`src/hw/rtl/tmacc_pkg.sv`:
```
`timescale 1ns / 1ps

package tmacc_pkg;

  localparam int FRAC_BITS = 16;
  localparam int WORD_BITS = 32;
  localparam int PROD_BITS = 2 * WORD_BITS;
  localparam int SUM_BITS  = WORD_BITS + 1;
  localparam int PORT_BITS = 32;
  localparam int EXT_BITS  = (WORD_BITS > PORT_BITS) ? WORD_BITS : PORT_BITS;

  typedef logic signed [WORD_BITS-1:0] word_t;
  typedef logic signed [PORT_BITS-1:0] port_word_t;

  localparam word_t WORD_MAX = {1'b0, {(WORD_BITS-1){1'b1}}};
  localparam word_t WORD_MIN = {1'b1, {(WORD_BITS-1){1'b0}}};
  localparam port_word_t PORT_MAX = {1'b0, {(PORT_BITS-1){1'b1}}};
  localparam port_word_t PORT_MIN = {1'b1, {(PORT_BITS-1){1'b0}}};
  // 1.0 in the word format, clipped when it does not fit
  localparam word_t ONE_VALUE = (FRAC_BITS < WORD_BITS - 1) ?
                                WORD_BITS'(64'sd1 <<< FRAC_BITS) : WORD_MAX;

  typedef enum logic [1:0] {
    REQ_IDENTITY  = 2'd0,
    REQ_CLEAR     = 2'd1,
    REQ_TRANSLATE = 2'd2,
    REQ_SCALE     = 2'd3
  } req_t;

  typedef struct packed {
    req_t       op;
    logic [1:0] row;
    logic [1:0] col;
  } unit_ctl_t;

  // clip a shifted product to the word range
  function automatic word_t sat_prod(input logic signed [PROD_BITS-1:0] v);
    word_t r;
    if (v > PROD_BITS'(WORD_MAX)) begin
      r = WORD_MAX;
    end else if (v < PROD_BITS'(WORD_MIN)) begin
      r = WORD_MIN;
    end else begin
      r = v[WORD_BITS-1:0];
    end
    return r;
  endfunction

  function automatic word_t sat_sum(input logic signed [SUM_BITS-1:0] v);
    word_t r;
    if (v > SUM_BITS'(WORD_MAX)) begin
      r = WORD_MAX;
    end else if (v < SUM_BITS'(WORD_MIN)) begin
      r = WORD_MIN;
    end else begin
      r = v[WORD_BITS-1:0];
    end
    return r;
  endfunction

  // port value into the word format
  function automatic word_t word_from_port(input port_word_t x);
    logic signed [EXT_BITS-1:0] e;
    word_t r;
    e = EXT_BITS'(x);
    if (e > EXT_BITS'(WORD_MAX)) begin
      r = WORD_MAX;
    end else if (e < EXT_BITS'(WORD_MIN)) begin
      r = WORD_MIN;
    end else begin
      r = e[WORD_BITS-1:0];
    end
    return r;
  endfunction

  // word into the port format
  function automatic port_word_t port_from_word(input word_t x);
    logic signed [EXT_BITS-1:0] e;
    port_word_t r;
    e = EXT_BITS'(x);
    if (e > EXT_BITS'(PORT_MAX)) begin
      r = PORT_MAX;
    end else if (e < EXT_BITS'(PORT_MIN)) begin
      r = PORT_MIN;
    end else begin
      r = e[PORT_BITS-1:0];
    end
    return r;
  endfunction

endpackage

```
`src/hw/rtl/tmacc_if.sv`:
```
`timescale 1ns / 1ps

interface tmacc_req_if;
  logic               valid;
  logic               ready;
  logic [1:0]         req_type;
  logic signed [31:0] x_value;
  logic signed [31:0] y_value;
  logic signed [31:0] z_value;

  modport source (output valid, req_type, x_value, y_value, z_value, input ready);
  modport sink (input valid, req_type, x_value, y_value, z_value, output ready);
endinterface

interface tmacc_entry_if;
  logic               valid;
  logic               ready;
  logic [1:0]         row_index;
  logic [1:0]         col_index;
  logic signed [31:0] entry_value;
  logic               last_entry;

  modport source (output valid, row_index, col_index, entry_value, last_entry,
                  input ready);
  modport sink (input valid, row_index, col_index, entry_value, last_entry,
                output ready);
endinterface

```
`src/hw/rtl/transform_matrix_accumulator_core.sv`:
```
`timescale 1ns / 1ps
// 4x4 homogeneous transform matrix, signed Q16.16, kept in registers.
// req: one request per operation (load identity, clear, translate, scale),
//   accepted when valid and ready are high. x/y/z_value carry the offsets
//   or scale factors and are ignored for identity and clear.
// entry: sixteen results per request, row-major, each with its row and
//   column; last_entry marks the sixteenth.
// One shared multiplier walks the sixteen entries, one per cycle, through a
// product register and an output register. After a request is accepted, each
// entry passes the product register and then the output register, and ready
// rises again once the sixteenth entry sits in the output register.
// When the receiver stalls, the output register and the product register
// hold and the walk pauses; nothing is dropped.
// Reset (rst, synchronous) loads the identity matrix, empties both
// registers and leaves the block ready.

module transform_matrix_accumulator_core import tmacc_pkg::*; (
  input  logic clk,
  input  logic rst,
  tmacc_req_if.sink     req,
  tmacc_entry_if.source entry
);

  word_t      mat_lo [4][3];
  word_t      mat_c3 [4];
  word_t      v_word [3];
  req_t       op;
  logic       busy;
  logic [4:0] issue_count;
  logic       s1_valid;
  logic       out_valid;
  logic [1:0] out_row;
  logic [1:0] out_col;
  port_word_t out_value;
  logic       out_last;

  logic       out_free;
  logic       issue;
  logic       drain;
  logic [1:0] iss_row;
  logic [1:0] iss_col;
  unit_ctl_t  iss_ctl;
  word_t      op_a;
  word_t      op_b;
  word_t      op_base;
  unit_ctl_t  s1_ctl;
  word_t      s1_result;

  assign out_free = !out_valid || entry.ready;
  assign issue    = busy && !issue_count[4] && (!s1_valid || out_free);
  assign drain    = s1_valid && out_free;
  assign iss_row  = issue_count[3:2];
  assign iss_col  = issue_count[1:0];

  always_comb begin
    iss_ctl.op  = op;
    iss_ctl.row = iss_row;
    iss_ctl.col = iss_col;
    if (iss_col == 2'd3) begin
      op_a    = '0;
      op_b    = '0;
      op_base = mat_c3[iss_row];
    end else begin
      op_a    = (op == REQ_TRANSLATE) ? mat_c3[iss_row] : mat_lo[iss_row][iss_col];
      op_b    = v_word[iss_col];
      op_base = mat_lo[iss_row][iss_col];
    end
  end

  tmacc_unit u_unit (
    .clk     (clk),
    .load    (issue),
    .ctl_in  (iss_ctl),
    .a       (op_a),
    .b       (op_b),
    .base_in (op_base),
    .ctl     (s1_ctl),
    .result  (s1_result)
  );

  always_ff @(posedge clk) begin
    if (rst) begin
      busy        <= 1'b0;
      issue_count <= '0;
      s1_valid    <= 1'b0;
      out_valid   <= 1'b0;
      for (int r = 0; r < 4; r++) begin
        mat_c3[r] <= (r == 3) ? ONE_VALUE : '0;
        for (int c = 0; c < 3; c++) begin
          mat_lo[r][c] <= (r == c) ? ONE_VALUE : '0;
        end
      end
    end else begin
      if (req.valid && req.ready) begin
        busy        <= 1'b1;
        issue_count <= '0;
        op          <= req_t'(req.req_type);
        v_word[0]   <= word_from_port(req.x_value);
        v_word[1]   <= word_from_port(req.y_value);
        v_word[2]   <= word_from_port(req.z_value);
      end else if (issue) begin
        issue_count <= issue_count + 5'd1;
      end

      if (issue) begin
        s1_valid <= 1'b1;
      end else if (out_free) begin
        s1_valid <= 1'b0;
      end

      if (drain) begin
        // write back and present the entry
        if (s1_ctl.col == 2'd3) begin
          mat_c3[s1_ctl.row] <= s1_result;
        end else begin
          mat_lo[s1_ctl.row][s1_ctl.col] <= s1_result;
        end
        out_valid <= 1'b1;
        out_row   <= s1_ctl.row;
        out_col   <= s1_ctl.col;
        out_value <= port_from_word(s1_result);
        out_last  <= (s1_ctl.row == 2'd3) && (s1_ctl.col == 2'd3);
        if ((s1_ctl.row == 2'd3) && (s1_ctl.col == 2'd3)) begin
          busy <= 1'b0;
        end
      end else if (entry.ready) begin
        out_valid <= 1'b0;
      end
    end
  end

  assign req.ready         = !busy;
  assign entry.valid       = out_valid;
  assign entry.row_index   = out_row;
  assign entry.col_index   = out_col;
  assign entry.entry_value = out_value;
  assign entry.last_entry  = out_last;

  // idle means the product register is empty
  a_idle_empty: assert property (@(posedge clk) disable iff (rst)
    req.ready |-> !s1_valid)
    else $error("product register busy while accepting requests");

  // a stalled product holds its entry
  a_s1_hold: assert property (@(posedge clk) disable iff (rst)
    s1_valid && !out_free |=> s1_valid && $stable(s1_ctl))
    else $error("product register lost a stalled entry");

  // last marker only on the bottom right entry
  a_last_pos: assert property (@(posedge clk) disable iff (rst)
    entry.valid && entry.last_entry |-> entry.row_index == 2'd3 && entry.col_index == 2'd3)
    else $error("last_entry on wrong position");

  // walk stops after sixteen issues
  a_issue_bound: assert property (@(posedge clk) disable iff (rst)
    issue_count[4] |-> issue_count[3:0] == 4'd0)
    else $error("issue counter overran");

endmodule

```
`src/hw/rtl/tmacc_unit.sv`:
```
`timescale 1ns / 1ps

module tmacc_unit import tmacc_pkg::*; (
  input  logic      clk,
  input  logic      load,
  input  unit_ctl_t ctl_in,
  input  word_t     a,
  input  word_t     b,
  input  word_t     base_in,
  output unit_ctl_t ctl,
  output word_t     result
);

  logic signed [PROD_BITS-1:0] prod;
  logic signed [PROD_BITS-1:0] shifted;
  word_t                       base;
  word_t                       scaled;
  logic signed [SUM_BITS-1:0]  sum;

  always_ff @(posedge clk) begin
    if (load) begin
      prod <= PROD_BITS'(a) * PROD_BITS'(b);
      base <= base_in;
      ctl  <= ctl_in;
    end
  end

  // arithmetic shift truncates toward minus infinity
  assign shifted = prod >>> FRAC_BITS;
  assign scaled  = sat_prod(shifted);
  assign sum     = SUM_BITS'(base) + SUM_BITS'(scaled);

  always_comb begin
    case (ctl.op)
      REQ_IDENTITY:  result = (ctl.row == ctl.col) ? ONE_VALUE : '0;
      REQ_CLEAR:     result = '0;
      REQ_TRANSLATE: result = (ctl.col == 2'd3) ? base : sat_sum(sum);
      REQ_SCALE:     result = (ctl.col == 2'd3) ? base : scaled;
      default:       result = '0;
    endcase
  end

endmodule

```
`src/flat_wrapper.sv`:
```
// flat-port wrapper written by rule: the top's interface ports become plain ports
module transform_matrix_accumulator_core_flat import tmacc_pkg::*;
  (clk, rst, req_valid, req_req_type, req_x_value, req_y_value, req_z_value, req_ready, entry_valid, entry_row_index, entry_col_index, entry_entry_value, entry_last_entry, entry_ready);
  tmacc_req_if req_i ();
  tmacc_entry_if entry_i ();
  input  logic clk;
  input  logic rst;
  input wire logic [$bits(req_i.valid)-1:0] req_valid;
  input wire logic [$bits(req_i.req_type)-1:0] req_req_type;
  input wire logic [$bits(req_i.x_value)-1:0] req_x_value;
  input wire logic [$bits(req_i.y_value)-1:0] req_y_value;
  input wire logic [$bits(req_i.z_value)-1:0] req_z_value;
  output wire logic [$bits(req_i.ready)-1:0] req_ready;
  output wire logic [$bits(entry_i.valid)-1:0] entry_valid;
  output wire logic [$bits(entry_i.row_index)-1:0] entry_row_index;
  output wire logic [$bits(entry_i.col_index)-1:0] entry_col_index;
  output wire logic [$bits(entry_i.entry_value)-1:0] entry_entry_value;
  output wire logic [$bits(entry_i.last_entry)-1:0] entry_last_entry;
  input wire logic [$bits(entry_i.ready)-1:0] entry_ready;
  assign req_i.valid = req_valid;
  assign req_i.req_type = req_req_type;
  assign req_i.x_value = req_x_value;
  assign req_i.y_value = req_y_value;
  assign req_i.z_value = req_z_value;
  assign req_ready = req_i.ready;
  assign entry_valid = entry_i.valid;
  assign entry_row_index = entry_i.row_index;
  assign entry_col_index = entry_i.col_index;
  assign entry_entry_value = entry_i.entry_value;
  assign entry_last_entry = entry_i.last_entry;
  assign entry_i.ready = entry_ready;
  transform_matrix_accumulator_core u_core (.clk(clk), .rst(rst), .req(req_i), .entry(entry_i));
endmodule
```
`config.mk`:
```
export PLATFORM = sky130hd
export DESIGN_NAME = transform_matrix_accumulator_core_flat
export DESIGN_NICKNAME = d
export VERILOG_FILES = /design/src/hw/rtl/tmacc_pkg.sv /design/src/hw/rtl/tmacc_if.sv /design/src/hw/rtl/transform_matrix_accumulator_core.sv /design/src/hw/rtl/tmacc_unit.sv /design/src/flat_wrapper.sv
export SDC_FILE = /design/constraint.sdc
export NUM_CORES = 2
export LEC_CHECK = 0
export BUFFER_PORTS_ARGS = -buffer_cell sky130_fd_sc_hd__buf_2
export CAP_MARGIN = 5
export CORE_MARGIN = 5
export CORE_UTILIZATION = 30
export CTS_CLUSTER_DIAMETER = 80
export CTS_CLUSTER_SIZE = 40
export DETAILED_ROUTE_END_ITERATION = 8
export PLACE_DENSITY_LB_ADDON = 0.25
export SLEW_MARGIN = 0
export SYNTH_ARGS = -nofsm -noshare
export SYNTH_HDL_FRONTEND = slang
export SYNTH_HIERARCHICAL = 1
export SYNTH_SLANG_ARGS = --single-unit
```
`constraint.sdc`:
```
create_clock -name clk -period 9.71 [get_ports clk]
set_input_delay 0.4855 -clock clk [delete_from_list [all_inputs] [get_ports clk]]
set_output_delay 0.4855 -clock clk [all_outputs]
set_load 0.1 [all_outputs]
```
=== Word-level counts from Yosys, hierarchy flattened ===
Memory sizes are Yosys's and may differ from the RTL's. A register that Yosys moved wholly into a read port is not among the register bits.
Cells that the tools add are included.

* Word-level logic and storage cells: 128
* Input bits: 102
* Memory bits (writable): 608
* Memories: 3
* Output and inout bits: 39
* Bits in registers: 149

* Reduce and logical (&&, ||, !) cells: 20
* Add/sub/neg operators: 2
* Bitwise logic cells: 3
* Multipliers: 1
* Mux-type cells: 62
* Eq/ne operators: 8
* $lt $le $gt $ge: 15

{| class="wikitable"
|+ Memories
! name !! words !! width !! read ports !! clocked after Yosys merged registers in !! write ports !! RTL line !! source
|-
| u_core.mat_lo || 4 || 96 || 1 || 1 || 4 || transform_matrix_accumulator_core.sv:24 || <nowiki>word_t mat_lo [4][3];</nowiki>
|-
| u_core.mat_c3 || 4 || 32 || 1 || 1 || 4 || transform_matrix_accumulator_core.sv:25 || <nowiki>word_t mat_c3 [4];</nowiki>
|-
| u_core.v_word || 3 || 32 || 1 || 1 || 3 || transform_matrix_accumulator_core.sv:26 || <nowiki>word_t v_word [3];</nowiki>
|}

{| class="wikitable"
|+ Operators by type and width
! kind !! number
|-
| $mux 32 || 27
|-
| $mux 96 || 3
|-
| $gt 32x32->1 const B || 4
|-
| $lt 32x32->1 const B || 4
|-
| $pmux 32 s4 || 1
|-
| $reduce_or 96->1 || 1
|-
| $bmux 32 s2 || 1
|-
| $demux 32 s2 || 1
|-
| $mul 32x32->64 || 1
|-
| $gt 48x32->1 const B || 1
|-
| $lt 48x32->1 const B || 1
|-
| $add 32x32->33 || 1
|-
| $gt 33x32->1 const B || 1
|-
| $lt 33x32->1 const B || 1
|-
| $reduce_or 32->1 || 1
|-
| $mux 1 || 20
|-
| $mux 17 || 1
|-
| $mux 2 || 8
|-
| $eq 2x2->1 const B || 6
|-
| $ge 3x3->1 const B || 2
|-
| $logic_and 1x1->1 || 6
|-
| $not 2->3 || 2
|-
| $add 5x1->5 const B || 1
|-
| $logic_not 1->1 || 4
|-
| other kinds (9) || 12
|}

=== Depth between registers and ports, before layout ===
* Depth after elaboration: 11
* Depth in mapped cells: 35

=== Cells and area by module ===
The synthesis kept the hierarchy.

{| class="wikitable"
|+ Modules (own cells, without submodules)
! module !! area each (um^2) !! instances !! sequential area each (um^2) !! cells an instance
|-
| tmacc_unit || 41004.3 || 1 || 2582.5 || 4343
|-
| transform_matrix_accumulator_core || 29428.2 || 1 || 19668.9 || 2155
|}

=== Worst setup path after synthesis ===
OpenSTA, ideal clock, no wires.

* Path kind: register to register
* From: register (tool-made name)
* To: register u_core.u_unit.prod[62], data pin
* Data arrival time: 8.956 ns
* Path slack: 0.488 ns
* Setup time: 0.266 ns
* Period minus slack after synthesis: 9.222 ns
* Buffers on the path: 3
* Data required time: 9.444 ns
* Stages on the path, launching flop included: 31
* Cells stage by stage: dfxtp_1 buf_2 buf_2 mux2i_1 a221oi_1 a21oi_1 o21ai_0 clkbuf_1 nand2_1 inv_1 fa_1 fa_1 fa_1 fa_1 inv_1 fa_1 inv_1 fa_1 fa_1 fa_1 ha_1 a21o_1 a21o_1 a21oi_1 o221a_2 nor2_1 a211oi_1 o21ai_0 a21oi_1 o41ai_1 xnor2_1

{| class="wikitable"
|+ RTL lines
! item !! RTL line !! source
|-
| end signal, assigned || tmacc_unit.sv:22 || <nowiki>prod <= PROD_BITS'(a) * PROD_BITS'(b);</nowiki>
|-
| end, declared || tmacc_unit.sv:14 || <nowiki>logic signed [PROD_BITS-1:0] prod;</nowiki>
|}

=== Worst setup path after layout ===
* From: register u_core.issue_count[1]
* To: register u_core.u_unit.prod[63], data pin

* Longest elaborated chain between the ends: 7
* Elaborated cells on any way between the ends: 9

{| class="wikitable"
|+ RTL lines
! item !! RTL line !! source
|-
| start, declared || transform_matrix_accumulator_core.sv:29 || <nowiki>logic [4:0] issue_count;</nowiki>
|-
| start signal, assigned || transform_matrix_accumulator_core.sv:102 || <nowiki>issue_count <= issue_count + 5'd1;</nowiki>
|-
| $not 2->3 (implied by the code) || transform_matrix_accumulator_core.sv:64 || <nowiki>op_a = (op == REQ_TRANSLATE) ? mat_c3[iss_row] : mat_lo[iss_row][iss_col];</nowiki>
|-
| $bmux 32 s2 || transform_matrix_accumulator_core.sv:64 ||
|-
| $mux 32 (implied by the code) (2 in a row) || transform_matrix_accumulator_core.sv:64 ||
|-
| $mux 32 || transform_matrix_accumulator_core.sv:64 ||
|-
| $mux 32 (*) || transform_matrix_accumulator_core.sv:59 || <nowiki>if (iss_col == 2'd3) begin</nowiki>
|-
| via u_core.op_a[24] || transform_matrix_accumulator_core.sv:43 || <nowiki>word_t op_a;</nowiki>
|-
| $mul 32x32->64 (*) || tmacc_unit.sv:22 ||
|}

The timed path passes the listed nets; every way through them passes the cells marked *. The select of a mux whose other input is x is not followed.
A chain may end at the register's enable or synchronous reset.

==> summary.md <==
| Metric | Value |
|---|---|
| Clock latency on the worst-skew pair | 0.75 ns |
| Synth cell types | 95 |
| ANT nets after route | 0 |
| Syn avg cell area | around 11 um^2 |
| Vias in the first global route | ~50000 |
| Mapped Cells | ~6500 |
| Die height | between 400 and 500 um |
| Setup TNS | 0 ns |
| Max Transition Viols Final | 0 |
| Global router's overall resource usage | between 10% and 20% |
| Cell mode on critical path | fa_1 |
| Area grow syn2layout | 12.7% |
| Initial Utilization | a little under a third |
| CTS buffer count | 47 |
| Worst-margin pin slew | roughly 1.2 ns |
| Worst EP required | just over 10 ns |
| Initial antenna violation count | 9 |
| Synthesis Warnings | 6 |
| Slowest stage cell, crit path | fa_1 |
| Die area | about 0.24 mm^2 |
| Filler Cell Count | roughly 23000 |
| Worst Hold Class | in2reg |
| DR iter-0 viols | around 3000 |
| Most common cell after layout, fill and taps aside | fa_1 |
| Top_reg_cell synth | edfxtp_1 |
| Period minus WS final | between 9 and 10 ns |
| Setup-failing EPs final | 0 |
| Clk slew on worst S/H paths | about 0.09 ns |
| Top cells by area, synth | edfxtp_1, fa_1, and2_1 |
| Top cell type's share of synthesized area | between 30% and 40% |
| Layout cells sized above 1 | around 12% |
| Sinks on Clock Net | approximately 750 |
| CTS root buffer | clkbuf_16 |
| Chip width | ~500 um |
| Max Cap Viol | 0 |
| Fin area | between 0.07 and 0.08 mm^2 |
| Period utilization | a little over nine tenths |
| TritonCTS clock tree | yes |
| Critical path capture point type | flop |
| Area of the multi-input gates | about 0.043 mm^2 |
| Bufs and invs on worst path | 6 |
| Post-synth EDFFs | between 700 and 800 |
| Via Count | around 46000 |
| CP Launch Type | flop |
| Core Region | roughly 0.23 mm^2 |
| DP Area | 0.0762 mm^2 |
| Synthesized cell area | a little over 0.07 mm^2 |
| Hpwl dp | roughly 150000 um |
| Remaining DRCs | 0 |
| Pin count of the biggest net entering global routing | 68 |
| WL per Instance | slightly above 20 um |
| Highest attainable clock frequency | about 0.11 GHz |
| Critical path's top delay family | adder cells |
| Nets | between 7000 and 8000 |
| Outcome | finished clean |
| Slew headroom | just under 20% |
| Drt pass-1 iters | 8 |
| Vias per cell | approximately 4.7 |
| Sequential cell area | around 0.022 mm^2 |
| Commonest non-fill, non-tap cells in the layout | fa_1, inv_1, and2_1 |
| CTS H-tree depth | 2 |
| Post-synth ARST share | 0% |
| Endpoints failing hold | 0 |
| Crit Path Max Fanout | 32 |
| I/O pin cnt | approximately 140 |
| Clk_skew | 0.109 ns |
| First-pass GRT wire length | 307000 um |
| Worst EP arrival | approximately 9.8 ns |
| #FFs+latches synth | ~750 |
| IO buf count | 140 |
| Net Count, Synth | between 7000 and 8000 |
| Synth area leader | edfxtp_1 |
| Fin Hold WS | just under 0.06 ns |
| Maximum buffer depth of the clock tree | 3 |
| Post-synthesis sequential area ratio | a little under a third |
| Core Util, Final | between 30% and 40% |
| GRT overflow | 0 |
| Rows | around 180 |
| Detailed Route WL | ~200000 um |
| Crit path kind | reg2reg |
| Final Wtd Congestion | between 0.8 and 0.9 |
| Max stage delay on crit path | roughly 0.58 ns |
## worst min-delay path: stages
cell	delay, ns
buf_2	0.12
nor2_1	0.04
nor2_1	0.06
## cells by family after synthesis
group | Yosys count | share of synthesized area, %
buffers and inverters | 1592 | 8.69
and+or+nand+nor | 1930 | 14.2
DFF | 745 | 31.6
adders and majority gates | 1295 | 34.5
AOI/OAI and AO/OA | 580 | 5.58
muxes | 259 | 4.25
xor gates and xnor gates | 97 | 1.21
## cell type report
type	count	area share, %
Inverter	1064	5.04
Timing Repair Buffer	548	6.01
Sequential cell	745	28.0
Antenna cell	5	0.0158
Clock buffer	48	1.49
Clock inverter	40	0.857
Tap cell	3132	4.94
Multi-Input combinational cell	4161	53.6
## metal layers
metal / up-vias / track usage [%] / share of wire, %
li1: 20500 / - / -
met1: 24100 / 22.9 / 45
met2: 958 / 27.7 / 49
met3: 137 / 1.68 / 4.4
met4: 0 / 2.43 / 1.5
met5: - / 0 / 0
## Yosys cell counts, types with 22 or more instances
library cell,n
nor2_2,23
mux2i_1,227
o221ai_1,29
buf_2,27
inv_1,1064
a21oi_1,159
nand2_1,748
xnor2_1,61
nor2_1,137
edfxtp_1,733
and2_1,838
o21ai_0,82
and2_2,32
o22ai_1,34
a221oi_1,34
a22oi_1,34
nand3_1,22
ha_1,213
xor2_1,36
nand2b_1,26
mux4_2,32
fa_1,1082
a21o_1,75
clkbuf_1,478
## stage by stage
| step | setup WS (ns) | cells |
|---|---|---|
| global placement | -0.0663 | 9546 |
| finish | 0.344 | 9743 |
| CTS | 0.0358 | 9730 |
| detailed placement | -0.0523 | 9546 |
| floorplan | 0.488 | 6498 |
| global route | -0.0120 | 9739 |
## flip-flops by register name, indices dropped and copies added (netlist names), 5 cells and up, named ones only
name and flops:
u_core/mat_lo 384, u_core/mat_c3 128, u_core/v_word 96, u_core/u_unit/prod 48, u_core/entry.entry_value 32, u_core/u_unit/base 32, u_core/u_unit/ctl 6, u_core/issue_count 5
## timing repair
action                     CTS  global route
resized for setup            1            42
setup endpoints to repair    2            23
pin swaps                    0             1
cloned                       0             3
hold endpoints to repair    96             0
setup buffers                0             5
hold buffers                96             0
## final timing paths
kind / from / to / slack, ns / depth (start not counted)
max reg2reg: u_core/issue_count[1]$_SDFFE_PP0P_ / u_core/u_unit/prod[63]$_DFFE_PP_ / 0.34 / 30
min: req_valid / u_core/busy$_SDFF_PP0_ / 0.06 / 3
max: u_core/issue_count[1]$_SDFFE_PP0P_ / u_core/u_unit/prod[63]$_DFFE_PP_ / 0.34 / 30
min reg2reg: u_core/op[0]$_DFFE_PP_ / u_core/u_unit/ctl[4]$_DFFE_PP_ / 0.46 / 0
Power is left out: the tool's default activity adds up to more than one toggle a clock period on the data nets, which glitch-free logic cannot reach.
